**src/rtl/core/taf_pkg.sv**
```systemverilog
`default_nettype none

package taf_pkg;

  // default widths of coordinates and contact ids
  localparam int unsigned COORD_BITS_DEF = 16;
  localparam int unsigned ID_BITS_DEF    = 8;

  // normalized output: fraction bits of the scaled position
  localparam int unsigned FRAC_BITS = 16;
  localparam int unsigned OUT_BITS  = 16;

  // job queue between front and back
  localparam int unsigned QUEUE_DEPTH = 2;

  // configuration port
  localparam int unsigned APB_ADDR_BITS = 4;
  localparam int unsigned APB_DATA_BITS = 32;

  // default area after reset
  localparam int AREA_MIN_RESET = 0;
  localparam int AREA_MAX_RESET = 4095;

  // command codes carried in tuser
  typedef enum logic [1:0] {
    CMD_CONTACT    = 2'd0,
    CMD_ABS_TOGGLE = 2'd1,
    CMD_CAL_TOGGLE = 2'd2
  } cmd_e;

  // register indexes on the configuration port
  typedef enum logic [1:0] {
    REG_AREA_LEFT   = 2'd0,
    REG_AREA_TOP    = 2'd1,
    REG_AREA_RIGHT  = 2'd2,
    REG_AREA_BOTTOM = 2'd3
  } reg_idx_e;

  // back end sequencer
  typedef enum logic [2:0] {
    BK_IDLE,
    BK_PREP,
    BK_DIV,
    BK_AXIS,
    BK_DONE
  } back_state_e;

  // queue fill status seen by both sides
  typedef struct packed {
    logic full;
    logic empty;
  } queue_status_t;

endpackage

`default_nettype wire

```
**src/rtl/core/taf_queue.sv**
```systemverilog
`default_nettype none

module taf_queue
  import taf_pkg::*;
#(
  parameter int unsigned WIDTH = 6 * COORD_BITS_DEF
) (
  input  wire logic             clk_i,
  input  wire logic             rst_ni,
  input  wire logic             push_i,
  input  wire logic [WIDTH-1:0] push_data_i,
  input  wire logic             pop_i,
  output logic      [WIDTH-1:0] pop_data_o,
  output queue_status_t         status_o
);

  localparam int unsigned PTR_BITS = (QUEUE_DEPTH > 1) ? $clog2(QUEUE_DEPTH) : 1;
  localparam int unsigned CNT_BITS = $clog2(QUEUE_DEPTH + 1);

  logic [WIDTH-1:0]    mem_q [QUEUE_DEPTH];
  logic [PTR_BITS-1:0] wr_ptr_q, wr_ptr_d;
  logic [PTR_BITS-1:0] rd_ptr_q, rd_ptr_d;
  logic [CNT_BITS-1:0] count_q, count_d;

  // pointer wrap helper
  function automatic logic [PTR_BITS-1:0] ptr_next(input logic [PTR_BITS-1:0] p);
    logic [PTR_BITS-1:0] r;
    if (p == PTR_BITS'(QUEUE_DEPTH - 1)) begin
      r = '0;
    end else begin
      r = p + PTR_BITS'(1);
    end
    return r;
  endfunction

  // pointer and fill count update
  always_comb begin
    wr_ptr_d = wr_ptr_q;
    rd_ptr_d = rd_ptr_q;
    count_d  = count_q;
    if (push_i) begin
      wr_ptr_d = ptr_next(wr_ptr_q);
    end
    if (pop_i) begin
      rd_ptr_d = ptr_next(rd_ptr_q);
    end
    if (push_i && !pop_i) begin
      count_d = count_q + CNT_BITS'(1);
    end else if (pop_i && !push_i) begin
      count_d = count_q - CNT_BITS'(1);
    end
  end

  always_ff @(posedge clk_i or negedge rst_ni) begin
    if (!rst_ni) begin
      wr_ptr_q <= '0;
      rd_ptr_q <= '0;
      count_q  <= '0;
    end else begin
      wr_ptr_q <= wr_ptr_d;
      rd_ptr_q <= rd_ptr_d;
      count_q  <= count_d;
    end
  end

  // storage, no reset needed
  always_ff @(posedge clk_i) begin
    if (push_i) begin
      mem_q[wr_ptr_q] <= push_data_i;
    end
  end

  assign pop_data_o     = mem_q[rd_ptr_q];
  assign status_o.full  = (count_q == CNT_BITS'(QUEUE_DEPTH));
  assign status_o.empty = (count_q == '0);

endmodule

`default_nettype wire

```
**src/rtl/core/taf_front.sv**
```systemverilog
`default_nettype none

module taf_front
  import taf_pkg::*;
#(
  parameter int unsigned COORD_BITS = COORD_BITS_DEF,
  parameter int unsigned ID_BITS    = ID_BITS_DEF
) (
  input  wire logic                          clk_i,
  input  wire logic                          rst_ni,
  // accepted item
  input  wire logic                          accept_i,
  input  wire logic [1:0]                    cmd_i,
  input  wire logic [ID_BITS-1:0]            contact_id_i,
  input  wire logic                          tip_i,
  input  wire logic signed [COORD_BITS-1:0]  contact_x_i,
  input  wire logic signed [COORD_BITS-1:0]  contact_y_i,
  input  wire logic                          last_i,
  // default area from configuration
  input  wire logic signed [COORD_BITS-1:0]  area_left_i,
  input  wire logic signed [COORD_BITS-1:0]  area_top_i,
  input  wire logic signed [COORD_BITS-1:0]  area_right_i,
  input  wire logic signed [COORD_BITS-1:0]  area_bottom_i,
  // job toward the back end: px, py, left, top, right, bottom from the lowest bit up
  output logic                               push_o,
  output logic [6*COORD_BITS-1:0]            job_o
);

  localparam int unsigned C = COORD_BITS;

  // modes and calibration
  logic                absolute_on_q, absolute_on_d;
  logic                calibrating_q, calibrating_d;
  logic                cal_valid_q, cal_valid_d;
  logic signed [C-1:0] cal_l_q, cal_t_q, cal_r_q, cal_b_q;
  logic signed [C-1:0] cal_l_d, cal_t_d, cal_r_d, cal_b_d;
  logic                box_valid_q, box_valid_d;
  logic signed [C-1:0] box_l_q, box_t_q, box_r_q, box_b_q;
  logic signed [C-1:0] box_l_d, box_t_d, box_r_d, box_b_d;
  // event collection
  logic [ID_BITS-1:0]  primary_id_q, primary_id_d;
  logic                first_seen_q, first_seen_d;
  logic [ID_BITS-1:0]  first_id_q, first_id_d;
  logic signed [C-1:0] first_x_q, first_x_d, first_y_q, first_y_d;
  logic                match_seen_q, match_seen_d;
  logic signed [C-1:0] match_x_q, match_x_d, match_y_q, match_y_d;

  logic signed [C-1:0] px, py, rl, rt, rr, rb;

  // item decode and state update
  always_comb begin
    absolute_on_d = absolute_on_q;
    calibrating_d = calibrating_q;
    cal_valid_d   = cal_valid_q;
    cal_l_d = cal_l_q; cal_t_d = cal_t_q; cal_r_d = cal_r_q; cal_b_d = cal_b_q;
    box_valid_d   = box_valid_q;
    box_l_d = box_l_q; box_t_d = box_t_q; box_r_d = box_r_q; box_b_d = box_b_q;
    primary_id_d  = primary_id_q;
    first_seen_d  = first_seen_q;
    first_id_d    = first_id_q;
    first_x_d     = first_x_q;
    first_y_d     = first_y_q;
    match_seen_d  = match_seen_q;
    match_x_d     = match_x_q;
    match_y_d     = match_y_q;
    push_o        = 1'b0;
    px = '0; py = '0;

    if (accept_i) begin
      unique case (cmd_e'(cmd_i))
        CMD_ABS_TOGGLE: begin
          absolute_on_d = !absolute_on_q;
          first_seen_d  = 1'b0;
          match_seen_d  = 1'b0;
        end
        CMD_CAL_TOGGLE: begin
          // leaving calibration commits the box if one was grown
          if (calibrating_q && box_valid_q) begin
            cal_l_d = box_l_q; cal_t_d = box_t_q; cal_r_d = box_r_q; cal_b_d = box_b_q;
            cal_valid_d = 1'b1;
          end
          if (calibrating_q) begin
            box_valid_d = 1'b0;
          end
          calibrating_d = !calibrating_q;
          first_seen_d  = 1'b0;
          match_seen_d  = 1'b0;
        end
        CMD_CONTACT: begin
          if (tip_i && calibrating_q) begin
            // grow the bounding box
            if (!box_valid_q) begin
              box_l_d = contact_x_i; box_t_d = contact_y_i;
              box_r_d = contact_x_i; box_b_d = contact_y_i;
              box_valid_d = 1'b1;
            end else begin
              if (contact_x_i < box_l_q) box_l_d = contact_x_i;
              if (contact_y_i < box_t_q) box_t_d = contact_y_i;
              if (contact_x_i > box_r_q) box_r_d = contact_x_i;
              if (contact_y_i > box_b_q) box_b_d = contact_y_i;
            end
          end else if (tip_i && absolute_on_q) begin
            // remember first contact and the one matching the primary id
            if (!first_seen_q) begin
              first_id_d   = contact_id_i;
              first_x_d    = contact_x_i;
              first_y_d    = contact_y_i;
              first_seen_d = 1'b1;
            end
            if (!match_seen_q && (contact_id_i == primary_id_q)) begin
              match_x_d    = contact_x_i;
              match_y_d    = contact_y_i;
              match_seen_d = 1'b1;
            end
          end

          // event end
          if (last_i) begin
            if (!calibrating_q && absolute_on_q && first_seen_d) begin
              push_o = 1'b1;
              if (match_seen_d) begin
                px = match_x_d;
                py = match_y_d;
              end else begin
                primary_id_d = first_id_d;
                px = first_x_d;
                py = first_y_d;
              end
            end
            first_seen_d = 1'b0;
            match_seen_d = 1'b0;
          end
        end
        default: begin
        end
      endcase
    end
  end

  // active area selection
  assign rl = cal_valid_q ? cal_l_q : area_left_i;
  assign rt = cal_valid_q ? cal_t_q : area_top_i;
  assign rr = cal_valid_q ? cal_r_q : area_right_i;
  assign rb = cal_valid_q ? cal_b_q : area_bottom_i;

  assign job_o = {rb, rr, rt, rl, py, px};

  always_ff @(posedge clk_i or negedge rst_ni) begin
    if (!rst_ni) begin
      absolute_on_q <= 1'b0;
      calibrating_q <= 1'b0;
      cal_valid_q   <= 1'b0;
      box_valid_q   <= 1'b0;
      first_seen_q  <= 1'b0;
      match_seen_q  <= 1'b0;
      primary_id_q  <= '0;
      cal_l_q <= '0; cal_t_q <= '0; cal_r_q <= '0; cal_b_q <= '0;
    end else begin
      absolute_on_q <= absolute_on_d;
      calibrating_q <= calibrating_d;
      cal_valid_q   <= cal_valid_d;
      box_valid_q   <= box_valid_d;
      first_seen_q  <= first_seen_d;
      match_seen_q  <= match_seen_d;
      primary_id_q  <= primary_id_d;
      cal_l_q <= cal_l_d; cal_t_q <= cal_t_d; cal_r_q <= cal_r_d; cal_b_q <= cal_b_d;
    end
  end

  // payload held under valid flags
  always_ff @(posedge clk_i) begin
    box_l_q   <= box_l_d;
    box_t_q   <= box_t_d;
    box_r_q   <= box_r_d;
    box_b_q   <= box_b_d;
    first_id_q <= first_id_d;
    first_x_q <= first_x_d;
    first_y_q <= first_y_d;
    match_x_q <= match_x_d;
    match_y_q <= match_y_d;
  end

endmodule

`default_nettype wire

```
**src/rtl/core/taf_back.sv**
```systemverilog
`default_nettype none

module taf_back
  import taf_pkg::*;
#(
  parameter int unsigned COORD_BITS = COORD_BITS_DEF
) (
  input  wire logic                      clk_i,
  input  wire logic                      rst_ni,
  // job queue side
  input  wire queue_status_t             queue_status_i,
  input  wire logic [6*COORD_BITS-1:0]   job_i,
  output logic                           pop_o,
  // result side: screen_x, screen_y from the lowest bit up
  output logic                           out_valid_o,
  input  wire logic                      out_ready_i,
  output logic [2*OUT_BITS-1:0]          out_data_o
);

  localparam int unsigned C        = COORD_BITS;
  localparam int unsigned CNT_BITS = $clog2(FRAC_BITS);

  back_state_e state_q, state_d;
  logic                  axis_q, axis_d;
  logic [6*C-1:0]        job_q;
  logic [C:0]            rem_q, rem_d;
  logic [C:0]            div_q, div_d;
  logic [FRAC_BITS-1:0]  quot_q, quot_d;
  logic [CNT_BITS-1:0]   cnt_q, cnt_d;
  logic [OUT_BITS-1:0]   sx_q, sx_d;
  logic                  out_valid_q, out_valid_d;
  logic [2*OUT_BITS-1:0] out_data_q, out_data_d;
  logic                  load_job;

  // clamp and span for the current axis
  logic signed [C-1:0]   p_sel, lo_sel, hi_sel;
  logic signed [C+1:0]   p_w, lo_w, hi_w, clamp_w, span_w, diff_w;
  logic                  span_pos;
  // one restoring division step
  logic [C+1:0]          trial;
  logic                  take;

  always_comb begin
    if (axis_q) begin
      p_sel  = job_q[1*C +: C];
      lo_sel = job_q[3*C +: C];
      hi_sel = job_q[5*C +: C];
    end else begin
      p_sel  = job_q[0*C +: C];
      lo_sel = job_q[2*C +: C];
      hi_sel = job_q[4*C +: C];
    end
    p_w  = (C+2)'(p_sel);
    lo_w = (C+2)'(lo_sel);
    hi_w = (C+2)'(hi_sel);
    clamp_w = (p_w > hi_w) ? hi_w : p_w;
    if (clamp_w < lo_w) begin
      clamp_w = lo_w;
    end
    span_w   = hi_w - lo_w + (C+2)'(1);
    diff_w   = clamp_w - lo_w;
    span_pos = !span_w[C+1] && (span_w != '0);
  end

  assign trial = {rem_q, 1'b0};
  assign take  = (trial >= {1'b0, div_q});

  // sequencer: per axis a setup, FRAC_BITS division steps if the span is positive, and a wrap-up
  always_comb begin
    state_d     = state_q;
    axis_d      = axis_q;
    rem_d       = rem_q;
    div_d       = div_q;
    quot_d      = quot_q;
    cnt_d       = cnt_q;
    sx_d        = sx_q;
    out_valid_d = out_valid_q;
    out_data_d  = out_data_q;
    pop_o       = 1'b0;
    load_job    = 1'b0;

    if (out_valid_q && out_ready_i) begin
      out_valid_d = 1'b0;
    end

    unique case (state_q)
      BK_IDLE: begin
        if (!queue_status_i.empty) begin
          pop_o    = 1'b1;
          load_job = 1'b1;
          axis_d   = 1'b0;
          state_d  = BK_PREP;
        end
      end
      BK_PREP: begin
        if (span_pos) begin
          rem_d   = diff_w[C:0];
          div_d   = span_w[C:0];
          quot_d  = '0;
          cnt_d   = CNT_BITS'(FRAC_BITS - 1);
          state_d = BK_DIV;
        end else begin
          quot_d  = '0;
          state_d = BK_AXIS;
        end
      end
      BK_DIV: begin
        rem_d  = take ? (C+1)'(trial - {1'b0, div_q}) : trial[C:0];
        quot_d = {quot_q[FRAC_BITS-2:0], take};
        cnt_d  = cnt_q - CNT_BITS'(1);
        if (cnt_q == '0) begin
          state_d = BK_AXIS;
        end
      end
      BK_AXIS: begin
        if (!axis_q) begin
          sx_d    = quot_q[OUT_BITS-1:0];
          axis_d  = 1'b1;
          state_d = BK_PREP;
        end else begin
          state_d = BK_DONE;
        end
      end
      BK_DONE: begin
        // wait for the output register to free up
        if (!out_valid_q || out_ready_i) begin
          out_valid_d = 1'b1;
          out_data_d  = {quot_q[OUT_BITS-1:0], sx_q};
          state_d     = BK_IDLE;
        end
      end
      default: begin
        state_d = BK_IDLE;
      end
    endcase
  end

  always_ff @(posedge clk_i or negedge rst_ni) begin
    if (!rst_ni) begin
      state_q     <= BK_IDLE;
      out_valid_q <= 1'b0;
      axis_q      <= 1'b0;
      cnt_q       <= '0;
    end else begin
      state_q     <= state_d;
      out_valid_q <= out_valid_d;
      axis_q      <= axis_d;
      cnt_q       <= cnt_d;
    end
  end

  // datapath registers
  always_ff @(posedge clk_i) begin
    if (load_job) begin
      job_q <= job_i;
    end
    rem_q      <= rem_d;
    div_q      <= div_d;
    quot_q     <= quot_d;
    sx_q       <= sx_d;
    out_data_q <= out_data_d;
  end

  assign out_valid_o = out_valid_q;
  assign out_data_o  = out_data_q;

`ifndef SYNTH
  // divisor is never zero while dividing
  a_div_nonzero: assert property (@(posedge clk_i) disable iff (!rst_ni)
    (state_q == BK_DIV) |-> (div_q != '0))
    else $error("divisor zero during division");

  // partial remainder stays below the divisor
  a_rem_below: assert property (@(posedge clk_i) disable iff (!rst_ni)
    (state_q == BK_DIV) |-> (rem_q < div_q))
    else $error("remainder not below divisor");

  // a job is taken only when idle and one is queued
  a_pop_idle: assert property (@(posedge clk_i) disable iff (!rst_ni)
    pop_o |-> ((state_q == BK_IDLE) && !queue_status_i.empty))
    else $error("job taken while busy or queue empty");

  // the output register is only loaded when free
  a_no_overwrite: assert property (@(posedge clk_i) disable iff (!rst_ni)
    (out_valid_q && !out_ready_i) |=> (out_valid_q && $stable(out_data_q)))
    else $error("pending result overwritten");
`endif

endmodule

`default_nettype wire

```
**src/rtl/core/touch_contact_to_absolute_pointer_core.sv**
```systemverilog
// Touchpad contact to absolute pointer core.
// Input stream: one transfer per contact or command. tuser carries the command
// (contact, toggle absolute mode, toggle calibration mode), tlast closes a report
// event, tdata carries contact id, tip, x and y. Command transfers and contacts
// that end no event produce nothing.
// Output stream: one transfer per event that ends with a chosen contact in
// absolute mode outside calibration, holding the scaled x and y in 0..65535.
// Configuration: APB registers for the default area, at byte addresses 0, 4, 8, 12
// (left, top, right, bottom); pready is always high, reads return the register.
// The front end handles each input transfer as it is accepted. A result job goes
// through a two-entry queue to the back end, whose shared serial divider runs
// a setup step, 16 division steps and a wrap-up step per axis, skipping the
// division steps for an axis whose area span is empty. The back end takes a new
// job only when idle, after the last result went into the output register;
// contacts that end no event are taken every cycle while the queue has room.
// When the output receiver stalls the result waits in the output register, the
// back end finishes one more job, then the queue fills and s_axis_tready drops.
// Reset clears both modes, calibration state, primary id and any pending result.
`default_nettype none

module touch_contact_to_absolute_pointer_core
  import taf_pkg::*;
#(
  parameter int unsigned COORD_BITS = COORD_BITS_DEF,
  parameter int unsigned ID_BITS    = ID_BITS_DEF
) (
  input  wire logic                     clk_i,
  input  wire logic                     rst_ni,
  // input stream
  input  wire logic                     s_axis_tvalid,
  output logic                          s_axis_tready,
  // contact_id, tip, contact_x, contact_y from the lowest bit up, zero padded
  input  wire logic [((ID_BITS+1+2*COORD_BITS+7)/8)*8-1:0] s_axis_tdata,
  // cmd
  input  wire logic [1:0]               s_axis_tuser,
  input  wire logic                     s_axis_tlast,
  // output stream
  output logic                          m_axis_tvalid,
  input  wire logic                     m_axis_tready,
  // screen_x, screen_y from the lowest bit up
  output logic [2*OUT_BITS-1:0]         m_axis_tdata,
  // configuration port
  input  wire logic                     psel,
  input  wire logic                     penable,
  input  wire logic                     pwrite,
  input  wire logic [APB_ADDR_BITS-1:0] paddr,
  input  wire logic [APB_DATA_BITS-1:0] pwdata,
  output logic [APB_DATA_BITS-1:0]      prdata,
  output logic                          pready
);

  localparam int unsigned C = COORD_BITS;

  logic signed [C-1:0] area_left_q, area_top_q, area_right_q, area_bottom_q;
  logic                cfg_write;
  reg_idx_e            cfg_idx;

  logic                accept;
  logic                push;
  logic [6*C-1:0]      push_job;
  logic [6*C-1:0]      pop_job;
  logic                pop;
  queue_status_t       queue_status;

  // register file write
  assign pready    = 1'b1;
  assign cfg_write = psel && penable && pwrite && pready;
  assign cfg_idx   = reg_idx_e'(paddr[3:2]);

  always_ff @(posedge clk_i or negedge rst_ni) begin
    if (!rst_ni) begin
      area_left_q   <= C'(AREA_MIN_RESET);
      area_top_q    <= C'(AREA_MIN_RESET);
      area_right_q  <= C'(AREA_MAX_RESET);
      area_bottom_q <= C'(AREA_MAX_RESET);
    end else if (cfg_write) begin
      unique case (cfg_idx)
        REG_AREA_LEFT:   area_left_q   <= pwdata[C-1:0];
        REG_AREA_TOP:    area_top_q    <= pwdata[C-1:0];
        REG_AREA_RIGHT:  area_right_q  <= pwdata[C-1:0];
        REG_AREA_BOTTOM: area_bottom_q <= pwdata[C-1:0];
        default: begin
        end
      endcase
    end
  end

  // register read, sign extended
  always_comb begin
    unique case (cfg_idx)
      REG_AREA_LEFT:   prdata = APB_DATA_BITS'(area_left_q);
      REG_AREA_TOP:    prdata = APB_DATA_BITS'(area_top_q);
      REG_AREA_RIGHT:  prdata = APB_DATA_BITS'(area_right_q);
      REG_AREA_BOTTOM: prdata = APB_DATA_BITS'(area_bottom_q);
      default:         prdata = '0;
    endcase
  end

  // input transfer
  assign s_axis_tready = !queue_status.full;
  assign accept        = s_axis_tvalid && s_axis_tready;

  taf_front #(
    .COORD_BITS (COORD_BITS),
    .ID_BITS    (ID_BITS)
  ) u_front (
    .clk_i         (clk_i),
    .rst_ni        (rst_ni),
    .accept_i      (accept),
    .cmd_i         (s_axis_tuser),
    .contact_id_i  (s_axis_tdata[ID_BITS-1:0]),
    .tip_i         (s_axis_tdata[ID_BITS]),
    .contact_x_i   (s_axis_tdata[ID_BITS+1 +: C]),
    .contact_y_i   (s_axis_tdata[ID_BITS+1+C +: C]),
    .last_i        (s_axis_tlast),
    .area_left_i   (area_left_q),
    .area_top_i    (area_top_q),
    .area_right_i  (area_right_q),
    .area_bottom_i (area_bottom_q),
    .push_o        (push),
    .job_o         (push_job)
  );

  taf_queue #(
    .WIDTH (6 * C)
  ) u_queue (
    .clk_i       (clk_i),
    .rst_ni      (rst_ni),
    .push_i      (push),
    .push_data_i (push_job),
    .pop_i       (pop),
    .pop_data_o  (pop_job),
    .status_o    (queue_status)
  );

  taf_back #(
    .COORD_BITS (COORD_BITS)
  ) u_back (
    .clk_i          (clk_i),
    .rst_ni         (rst_ni),
    .queue_status_i (queue_status),
    .job_i          (pop_job),
    .pop_o          (pop),
    .out_valid_o    (m_axis_tvalid),
    .out_ready_i    (m_axis_tready),
    .out_data_o     (m_axis_tdata)
  );

endmodule

`default_nettype wire

```
**config.mk**
```make
export PLATFORM = sky130hd
export DESIGN_NAME = touch_contact_to_absolute_pointer_core
export DESIGN_NICKNAME = d
export VERILOG_FILES = /design/src/rtl/core/taf_pkg.sv /design/src/rtl/core/taf_queue.sv /design/src/rtl/core/taf_front.sv /design/src/rtl/core/taf_back.sv /design/src/rtl/core/touch_contact_to_absolute_pointer_core.sv
export SDC_FILE = /design/constraint.sdc
export NUM_CORES = 1
export LEC_CHECK = 0
export ABC_AREA = 1
export ABC_CLOCK_PERIOD_IN_PS = 10500
export BUFFER_PORTS_ARGS = -buffer_cell sky130_fd_sc_hd__buf_2
export CAP_MARGIN = 20
export CELL_PAD_IN_SITES_DETAIL_PLACEMENT = 1
export CELL_PAD_IN_SITES_GLOBAL_PLACEMENT = 2
export CORE_ASPECT_RATIO = 1.2
export CORE_MARGIN = 2
export CORE_UTILIZATION = 37
export CTS_CLUSTER_DIAMETER = 80
export DETAILED_ROUTE_END_ITERATION = 10
export PLACE_DENSITY = 0.73
export RECOVER_POWER = 50
export SETUP_SLACK_MARGIN = 0.15
export SLEW_MARGIN = 20
export SYNTH_ARGS = -nofsm -noshare
export SYNTH_HDL_FRONTEND = slang
export SYNTH_HIERARCHICAL = 1
export SYNTH_SLANG_ARGS = --single-unit
```
**constraint.sdc**
```tcl
create_clock -name clk_i -period 10.5 [get_ports clk_i]
set_input_delay 2.1 -clock clk_i [delete_from_list [all_inputs] [get_ports clk_i]]
set_output_delay 2.1 -clock clk_i [all_outputs]
set_load 0.005 [all_outputs]
```
==> results of run 1 <==
placed cells by master (no fill, tap or decap), types with 4 or more instances in the layout:
master	instances
nand2_1	1086
edfxtp_1	522
inv_1	277
o21ai_0	174
ha_1	145
nand3_1	138
dfrtp_1	130
nor2_1	102
buf_2	98
a21oi_1	93
mux2_2	79
clkbuf_16	74
nand4_1	65
clkbuf_1	58
mux2_1	49
or2_2	37
buf_4	36
nand2_2	32
dfstp_2	24
xor2_1	15
clkinv_2	13
inv_2	12
xnor2_1	12
clkbuf_8	11
nor3_1	11
nor2_2	11
nor2_4	10
o21ai_1	9
inv_6	8
nand2_4	8
clkinv_1	6
nand3_2	6
nand3_4	4
clkinvlp_4	4
and2_1	4
o31ai_1	4
o22ai_1	4
cells in the mapped netlist, types with 32 or more instances:
cell,count,area (um^2)
nand2_1,1086,4080
edfxtp_1,522,15700
ha_1,145,1810
nor2_1,102,383
inv_1,277,1040
or2_2,38,238
dfrtp_1,131,3280
mux2_2,99,1110
a21oi_1,93,465
nand3_1,138,691
nand2_2,32,200
clkbuf_1,56,210
nand4_1,64,400
o21ai_0,175,876
routing by layer:
layer | part of all wire, % | track usage (%) | vias up | wire length, um
li1 | - | - | 11136 | -
met1 | 40 | 24.8 | 11437 | 39800
met2 | 53 | 39.4 | 348 | 51900
met3 | 2.8 | 2.19 | 153 | 2740
met4 | 3.9 | 8.82 | 0 | 3870
met5 | 0 | 0 | - | 0
critical path, delay by kind of cell, from the launching register on:
| kind | cells | cell delay (ps) |
|---|---|---|
| adder cells (fa/ha/maj) | 4 | 1380 |
| buffers and inverters | 5 | 1800 |
| AO/OA/AOI/OAI | 12 | 2420 |
| AND/OR/NAND/NOR | 19 | 2380 |
| flip-flops | 1 | 360 |
layout make-up:
type	count	area [um^2]	area share, %
flip-flops and latches	677	19600	52.5
inverters	293	1110	2.98
repair buffers	178	933	2.50
multi-input cells	2142	11900	31.8
clock inverters	36	327	0.875
clock buffers	100	2060	5.52
diodes	1	2.50	0.00671
well taps	1159	1450	3.89
through the flow:
step	hold slack (ps)	setup WS (ps)
finish	416	1870
global route	414	996
CTS	418	2140
detailed placement	405	2180
global placement	406	2530
floorplan	400	608
cells by family (layout without fill, tap and decap cells):
group / Yosys count / in the layout / share of synthesized area [%]
simple gates: 1529 / 1529 / 19.9
flops: 677 / 677 / 58.8
buf+inv: 415 / 607 / 5.41
compound gates: 308 / 308 / 4.93
fa+ha+maj: 148 / 148 / 5.62
mux: 129 / 129 / 4.70
xor+xnor: 27 / 27 / 0.710
other cells: 1 / 2 / 0.0113
state kept, by name, indices dropped and copies added, names as in the netlist, 16 cells and up:
name               flops
area_bottom_q         16
u_front/cal_l_q       16
u_queue/mem_q        192
u_front/cal_b_q       16
u_back/quot_q         16
area_top_q            16
u_front/match_x_q     16
u_back/sx_q           16
u_front/box_r_q       16
u_back/div_q          17
u_back/rem_q          17
area_right_q          16
u_back/out_data_o     32
u_front/match_y_q     16
u_front/box_l_q       16
u_front/cal_r_q       16
u_front/box_t_q       16
u_front/cal_t_q       16
u_back/job_q          96
u_front/first_y_q     16
u_front/first_x_q     16
u_front/box_b_q       16
area_left_q           16
how the worst max path moves through the flow:
| stage | end | startpoint | slack [ps] | cells after the start |
|---|---|---|---|---|
| floorplan | u_front/box_b_q[0]$_DFFE_PP_ | s_axis_tvalid | 610 | 6 |
| global placement | u_back/rem_q[16]$_DFFE_PP_ | u_back/axis_q$_DFFE_PN0P_ | 2530 | 40 |
| detailed placement | u_back/rem_q[16]$_DFFE_PP_ | u_back/axis_q$_DFFE_PN0P_ | 2180 | 40 |
| CTS | u_back/rem_q[16]$_DFFE_PP_ | u_back/axis_q$_DFFE_PN0P_ | 2140 | 40 |
| global route | u_back/rem_q[16]$_DFFE_PP_ | u_back/axis_q$_DFFE_PN0P_ | 1000 | 42 |
| finish | u_back/rem_q[16]$_DFFE_PP_ | u_back/axis_q$_DFFE_PN0P_ | 1870 | 40 |
==> results.tsv, run 1 <==
metric	value	unit
path_class	flop to flop	
ant_nets	0	
cp.arrival	9000	ps
dp_cells	4449	
wl_per_cell	21.4	um
core-area	89200	um^2
clock_skew	18.6	ps
reg2reg_from	u_back/axis_q$_DFFE_PN0P_	
grt_pass1_wl	150000	um
syn_inst	3234	
area_delta_synth_final	12.0	%
slowest_delay	890	ps
postPlaceCellArea	35200	um^2
seq_area_frac_synth	58.8	%
post_cts_resized	0	
cp-start-kind	flop	
cts-htree-levels	3	
clock-sinks	677	
synth.distinct_cells	59	
rrSetupSlack	1870	ps
place_congestion	0.874	
final_area	37300	um^2
synth_edf_count	522	
grt_pass1_vias	24964	
fin_crit_sh	82.2	%
min_to	u_back/out_data_o[5]$_DFFE_PP_	
vias_per_cell	5.03	
die-area	92500	um^2
async_reset_ff_share	22.9	%
grt_antenna_before_repair	1	
ioPinCount	161	
crit_top_cell	nand2_1	
min-delay-path-class	flop to flop	
clockBufferDepth	3	
clk-insertion-delay-late	640	ps
max_slew.worst_pin.slew	5140	ps
status	complete, but fails checks	
io_buffers	134	
cpMaxStageDelayCell	inv_1	
slew_viol_final	520	
drive_gt1_share	14.3	%
tritoncts	yes	
tns	0	ps
hold_viol	0	
vias	23074	
syn_nets	3476	
die_y	333	um
overflow	0	
cts_setup_buffers	0	
min_path_cells	0	
nets	3607	
drc	0	
crit_path_end_kind	flop	
fmax	116	MHz
grt_max_degree	115	
reg2regPathDepth	40	
fillers	9969	
relSlewSlack	-243	%
r2r_end	u_back/rem_q[16]$_DFFE_PP_	
syn_area_per_cell	10.3	um^2
fin_util	41.8	%
ys_ff_latch	677	
die_x	278	um
stdcell_count	4586	
dpl.hpwl	71100	um
rows	120	
rsz0062_at_grt	no	
grt_use_total	21.3	%
crit_required	10860	ps
layout_min_cycle_time	8630	ps
path_clk_slew	60	ps
dr.pass1.iters	5	
hold_start	u_back/sx_q[5]$_DFFE_PP_	
syn-cell-area	33300	um^2
start_util	37.4	%
drt_wl_total	98300	um
failed_checks	capacitance limit, slew limit	
ctsHoldBuffers	0	
yosys_warnings	6	
cts_root_buffer	clkbuf_16	
drv_cap	12	
cp_max_fo	31	
drt_iter0_markers	1146	
synthFlopType	edfxtp_1	
setup_viol	0	
numCtsBuffers	73	
Power of run 1 is not shown: default switching activity piles up to over one toggle a cycle in this logic, so the estimate is an artifact.
==> inputs of run 2 (changes only) <==
--- a/config.mk
+++ b/config.mk
@@ -6,17 +6,17 @@
 export NUM_CORES = 1
 export LEC_CHECK = 0
 export ABC_AREA = 1
-export ABC_CLOCK_PERIOD_IN_PS = 10500
+export ABC_CLOCK_PERIOD_IN_PS = 8300
 export BUFFER_PORTS_ARGS = -buffer_cell sky130_fd_sc_hd__buf_2
 export CAP_MARGIN = 20
 export CELL_PAD_IN_SITES_DETAIL_PLACEMENT = 1
 export CELL_PAD_IN_SITES_GLOBAL_PLACEMENT = 2
 export CORE_ASPECT_RATIO = 1.2
 export CORE_MARGIN = 2
-export CORE_UTILIZATION = 37
+export CORE_UTILIZATION = 41
 export CTS_CLUSTER_DIAMETER = 80
 export DETAILED_ROUTE_END_ITERATION = 10
-export PLACE_DENSITY = 0.73
+export PLACE_DENSITY = 0.77
 export RECOVER_POWER = 50
 export SETUP_SLACK_MARGIN = 0.15
 export SLEW_MARGIN = 20
==> constraint.sdc (replaced) <==
create_clock -name clk_i -period 8.3 [get_ports clk_i]
set_input_delay 1.66 -clock clk_i [delete_from_list [all_inputs] [get_ports clk_i]]
set_output_delay 1.66 -clock clk_i [all_outputs]
set_load 0.005 [all_outputs]
==> results.tsv, run 2 (synthesis results as in run 1) <==
metric	value	unit
status	complete, but fails checks	
failed_checks	capacitance limit, slew limit	
reg2reg_from	u_back/axis_q$_DFFE_PN0P_	
ioPinCount	161	
top_register	u_queue/mem_q	
hold_start	u_back/sx_q[1]$_DFFE_PP_	
cp.arrival	7710	ps
fillers	8889	
tns	0	ps
tritoncts	yes	
nets	3615	
setup_viol	0	
clock-sinks	677	
slowest_delay	410	ps
clockBufferDepth	3	
die_y	316	um
slew_viol_final	615	
grt_antenna_before_repair	1	
relSlewSlack	-128	%
n_antenna_cell	0	
cts_root_buffer	clkbuf_16	
area_delta_synth_final	12.2	%
overflow	0	
final_cell_mix	nand2_1 (1086), edfxtp_1 (522), inv_1 (275)	
path_clk_slew	60	ps
place_congestion	0.868	
dpl.hpwl	69900	um
final_common_cell	nand2_1	
r2r_end	u_back/rem_q[16]$_DFFE_PP_	
drive_gt1_share	14.5	%
crit_required	8640	ps
grt_max_degree	122	
wl_per_cell	21.6	um
clk-insertion-delay-late	620	ps
fin_crit_sh	88.8	%
cp-start-kind	flop	
drc	0	
die_x	264	um
vias_per_cell	5.18	
grt_pass1_wl	148000	um
ant_nets	0	
min_to	u_back/out_data_o[1]$_DFFE_PP_	
fmax	136	MHz
numCtsBuffers	73	
drt_wl_total	96900	um
cp_max_fo	27	
path_class	flop to flop	
clock_skew	26.8	ps
max_slew.worst_pin.slew	3420	ps
die-area	83600	um^2
min_path_cells	0	
min-delay-path-class	flop to flop	
cpMaxStageDelayCell	fa_1	
rows	114	
drt_iter0_markers	1367	
path_delay_family	compound AO/OA/AOI/OAI gates	
rrSetupSlack	930	ps
ctsHoldBuffers	0	
crit_path_end_kind	flop	
cts-htree-levels	3	
crit_top_cell	nand2_1	
drv_cap	14	
start_util	41.4	%
rsz0062_at_grt	no	
grt_pass1_vias	24653	
critPathBufInv	5	
grt_use_total	23.2	%
largest_register_ffs	192	
core-area	80600	um^2
hold_viol	0	
io_buffers	134	
vias	23187	
dr.pass1.iters	5	
layout_min_cycle_time	7370	ps
reg2regPathDepth	43	
==> run 2: cell count changes in the layout (fill, tap and decap cells not counted), moves of 4 or more <==
cell | previous run | this run
bufinv_16 | 3 | 10
clkbuf_8 | 11 | 6
clkinv_1 | 6 | 10
o21ai_0 | 174 | 165
o21ai_1 | 9 | 18
==> run 2: worst max path at each step <==
stage | cells after the start | from | end | slack [ps]
6_report | 43 | u_back/axis_q$_DFFE_PN0P_ | u_back/rem_q[16]$_DFFE_PP_ | 930
5_1_grt | 43 | u_back/axis_q$_DFFE_PN0P_ | u_back/rem_q[16]$_DFFE_PP_ | 130
2_1_floorplan | 8 | s_axis_tdata[8] | u_queue/mem_q[0][0]$_DFFE_PP_ | 1280
3_5_place_dp | 38 | u_back/axis_q$_DFFE_PN0P_ | u_back/rem_q[16]$_DFFE_PP_ | 400
3_3_place_gp | 42 | u_back/axis_q$_DFFE_PN0P_ | u_back/rem_q[16]$_DFFE_PP_ | 690
4_1_cts | 38 | u_back/axis_q$_DFFE_PN0P_ | u_back/rem_q[16]$_DFFE_PP_ | 400
==> run 2: cell type report <==
cell class	count	area [um^2]	share of cell area, %
Clock buffer	93	2000	5.36
Clock inverter	41	512	1.37
Inverter	293	1110	2.97
Multi-Input combinational cell	2142	11900	31.7
Sequential cell	677	19600	52.4
Tap cell	1044	1310	3.49
Timing Repair Buffer	186	998	2.67
==> run 2: what timing repair did <==
action	in CTS	in global routing
endpoints found under the setup margin	0	7
resized for setup	0	13
setup buffers	0	4
==> run 2: stage by stage <==
stage | cell area, um^2 | hold WS, ps | util [%] | std cells | worst slack (ps)
after floorplan | 33300 | 400 | - | 3234 | 1280
after CTS | 37600 | 424 | 46.6 | 4472 | 403
after detailed placement | 35100 | 408 | 43.5 | 4338 | 401
after global placement | 35100 | 403 | 43.5 | 4338 | 688
final | 37400 | 425 | 46.4 | 4476 | 926
after global routing | 37400 | 426 | 46.4 | 4476 | 133
==> run 2: worst reg2reg max path, delay by kind of cell, from the launching register on <==
kind	cells	cell delay (ps)
flip-flops	1	400
adder cells (fa/ha/maj)	4	1260
AND/OR/NAND/NOR	19	2080
AO/OA/AOI/OAI	15	2550
buffers and inverters	5	800
==> run 2: metal layers <==
layer	vias up	track usage [%]	wire, um
li1	11152	-	-
met1	11509	27.8	39700
met2	383	42.9	50800
met3	143	2.37	3000
met4	0	8.63	3360
met5	-	0	0
Power of run 2 is left out for the same reason.
==> inputs of run 3 (changes only) <==
--- a/config.mk
+++ b/config.mk
@@ -13,14 +13,14 @@
 export CELL_PAD_IN_SITES_GLOBAL_PLACEMENT = 2
 export CORE_ASPECT_RATIO = 1.2
 export CORE_MARGIN = 2
-export CORE_UTILIZATION = 41
+export CORE_UTILIZATION = 40
 export CTS_CLUSTER_DIAMETER = 80
+export CTS_CLUSTER_SIZE = 25
 export DETAILED_ROUTE_END_ITERATION = 10
-export PLACE_DENSITY = 0.77
+export PLACE_DENSITY = 0.76
 export RECOVER_POWER = 50
 export SETUP_SLACK_MARGIN = 0.15
 export SLEW_MARGIN = 20
 export SYNTH_ARGS = -nofsm -noshare
 export SYNTH_HDL_FRONTEND = slang
-export SYNTH_HIERARCHICAL = 1
 export SYNTH_SLANG_ARGS = --single-unit
==> results.tsv, run 3 <==
metric	value	unit
top_register	u_queue.mem_q	
place_congestion	0.839	
min-delay-path-class	flop to flop	
clock_skew	52.0	ps
crit_path_end_kind	flop	
die_x	264	um
synth_adder_area_share	5.79	%
ant_nets	0	
dr.pass1.iters	5	
cp-start-kind	flop	
vias	22634	
fin_crit_sh	86.5	%
synth.area.mux_share	1.49	%
io_buffers	134	
cp.arrival	7510	ps
yosysMostFrequentCell	nand2_1	
grt_pass1_vias	24079	
overflow	0	
synthFlopType	edfxtp_1	
syn_area_per_cell	10.0	um^2
tritoncts	yes	
syn_nets	3467	
cts-htree-levels	2	
cts_setup_buffers	0	
fmax	139	MHz
routed-wl-met2	49600	um
drc	0	
path_clk_slew	100	ps
grt_antenna_before_repair	1	
syn_inst	3225	
grt_max_degree	91	
nets	3575	
yosysTopAreaCell	edfxtp_1	
topRoutingLayerUsed	met5	
yosys.area_share.simple	18.1	%
rrSetupSlack	1120	ps
synth_compound_area_share	7.87	%
drv_cap	11	
yosys_warnings	0	
grt_use_total	22.7	%
synth.distinct_cells	59	
yosys.area_share.xor_xnor	0.892	%
slowest_delay	570	ps
clk-insertion-delay-late	610	ps
synth_top_family_by_area	simple AND/OR/NAND/NOR gates	
rsz0062_at_grt	no	
die_y	316	um
dpl.hpwl	69500	um
grt_pass1_wl	145000	um
numCtsBuffers	37	
core-area	80400	um^2
synthTopCellsByArea	edfxtp_1 (48%), nand2_1 (13%), dfrtp_1 (10%)	
final_cell_mix	nand2_1 (1127), edfxtp_1 (522), inv_1 (317)	
wl_met3	2790	um
synth_top_area_share	48.4	%
setup_viol	0	
fillers	9116	
tns	0	ps
seq_area_frac_synth	60.4	%
drt_wl_total	94400	um
largest_register_ffs	192	
ioPinCount	161	
crit_top_cell	nand2_1	
syn-cell-area	32400	um^2
synth_edf_count	522	
wl_per_cell	21.4	um
relSlewSlack	-245	%
ys_ff_latch	677	
crit_required	8630	ps
rows	114	
drive_gt1_share	9.59	%
vias_per_cell	5.14	
n_antenna_cell	0	
drt_iter0_markers	1236	
layout_min_cycle_time	7180	ps
max_slew.worst_pin.slew	5180	ps
async_reset_ff_share	22.9	%
yosys-top-cells-count	nand2_1 (1129), edfxtp_1 (522), inv_1 (318)	
hold_viol	0	
clockBufferDepth	3	
status	complete, but fails checks	
final_common_cell	nand2_1	
failed_checks	capacitance limit, slew limit	
clock-sinks	677	
start_util	40.3	%
wl_met1	38500	um
cpMaxStageDelayCell	dfrtp_1	
area_delta_synth_final	9.24	%
die-area	83300	um^2
cts_root_buffer	clkbuf_16	
path_class	flop to flop	
cp_max_fo	50	
slew_viol_final	539	
## run 3: changes by cell type after synthesis, moves of 30 or more
cell      previous run  this run
mux2_4              30         0
mux2_2              99        42
nand4_1             64        28
o21ai_0            175       252
clkbuf_1            56        96
inv_1              277       318
nand2_1           1086      1129
a22o_1               0        32
nand3_1            138        73
## run 3: metrics by stage
stage               area, um^2  utilization, %  hold WS, ps  cells  setup slack [ps]
global placement         34300            42.7          403   4336              1040
detailed placement       34400            42.7          406   4338               899
global route             35400            44.0          431   4403               197
finish                   35400            44.0          425   4403              1120
floorplan                32400               -          400   3225               897
CTS                      35500            44.2          428   4403               893
## run 3: timing repair
| item | CTS | global route |
|---|---|---|
| gates resized for setup | 0 | 2 |
| endpoints found under the setup margin | 0 | 2 |
| hold buffers | 0 | 0 |
## run 3: area by class of cell
class                      count  area, um^2  share of cell area [%]
sequential                   677       19600                    55.3
multi-input combinational   2101       11100                    31.4
tap                         1044        1310                    3.69
inverter                     324        1220                    3.44
timing repair buffer         192        1020                    2.90
clock buffer                  52         992                    2.80
clock inverter                13         154                   0.435
## run 3: metal layers
metal | vias up | track usage [%]
met5 | - | 0
met4 | 2 | 7.99
met3 | 116 | 2.10
met2 | 325 | 42.7
met1 | 11212 | 27.1
li1 | 10979 | -
## run 3: logic make-up (layout without fill, tap and decap cells)
group | Yosys count | in the layout
and+or+nand+nor | 1432 | 1432
DFF | 677 | 677
buffers and inverters | 447 | 581
AOI/OAI and AO/OA | 444 | 444
adders and majority gates | 148 | 148
muxes | 43 | 43
xor gates and xnor gates | 33 | 33
other | 1 | 1
## run 3: worst max-delay path, delay by kind of cell, from the launching register on
kind,cells,cell delay [ps]
fa+ha+maj,4,1310
flops,1,570
simple gates,22,2160
buf+inv,4,620
compound gates,12,2240
## run 3: final timing paths
path / cells past startpoint / startpoint / endpoint
worst max-delay path: 42 / u_back.axis_q$_DFFE_PN0P_ / u_back.rem_q[12]$_DFFE_PP_
worst min-delay path: 0 / u_back.sx_q[11]$_DFFE_PP_ / u_back.out_data_o[11]$_DFFE_PP_
worst max register to register: 42 / u_back.axis_q$_DFFE_PN0P_ / u_back.rem_q[12]$_DFFE_PP_
worst min register to register: 0 / u_back.sx_q[11]$_DFFE_PP_ / u_back.out_data_o[11]$_DFFE_PP_
max in group asynchronous: 2 / rst_ni / u_front.cal_l_q[1]$_DFFE_PN0P_
min in group asynchronous: 1 / rst_ni / area_left_q[12]$_DFFE_PN0P_
Power of run 3 is left out for the same reason.
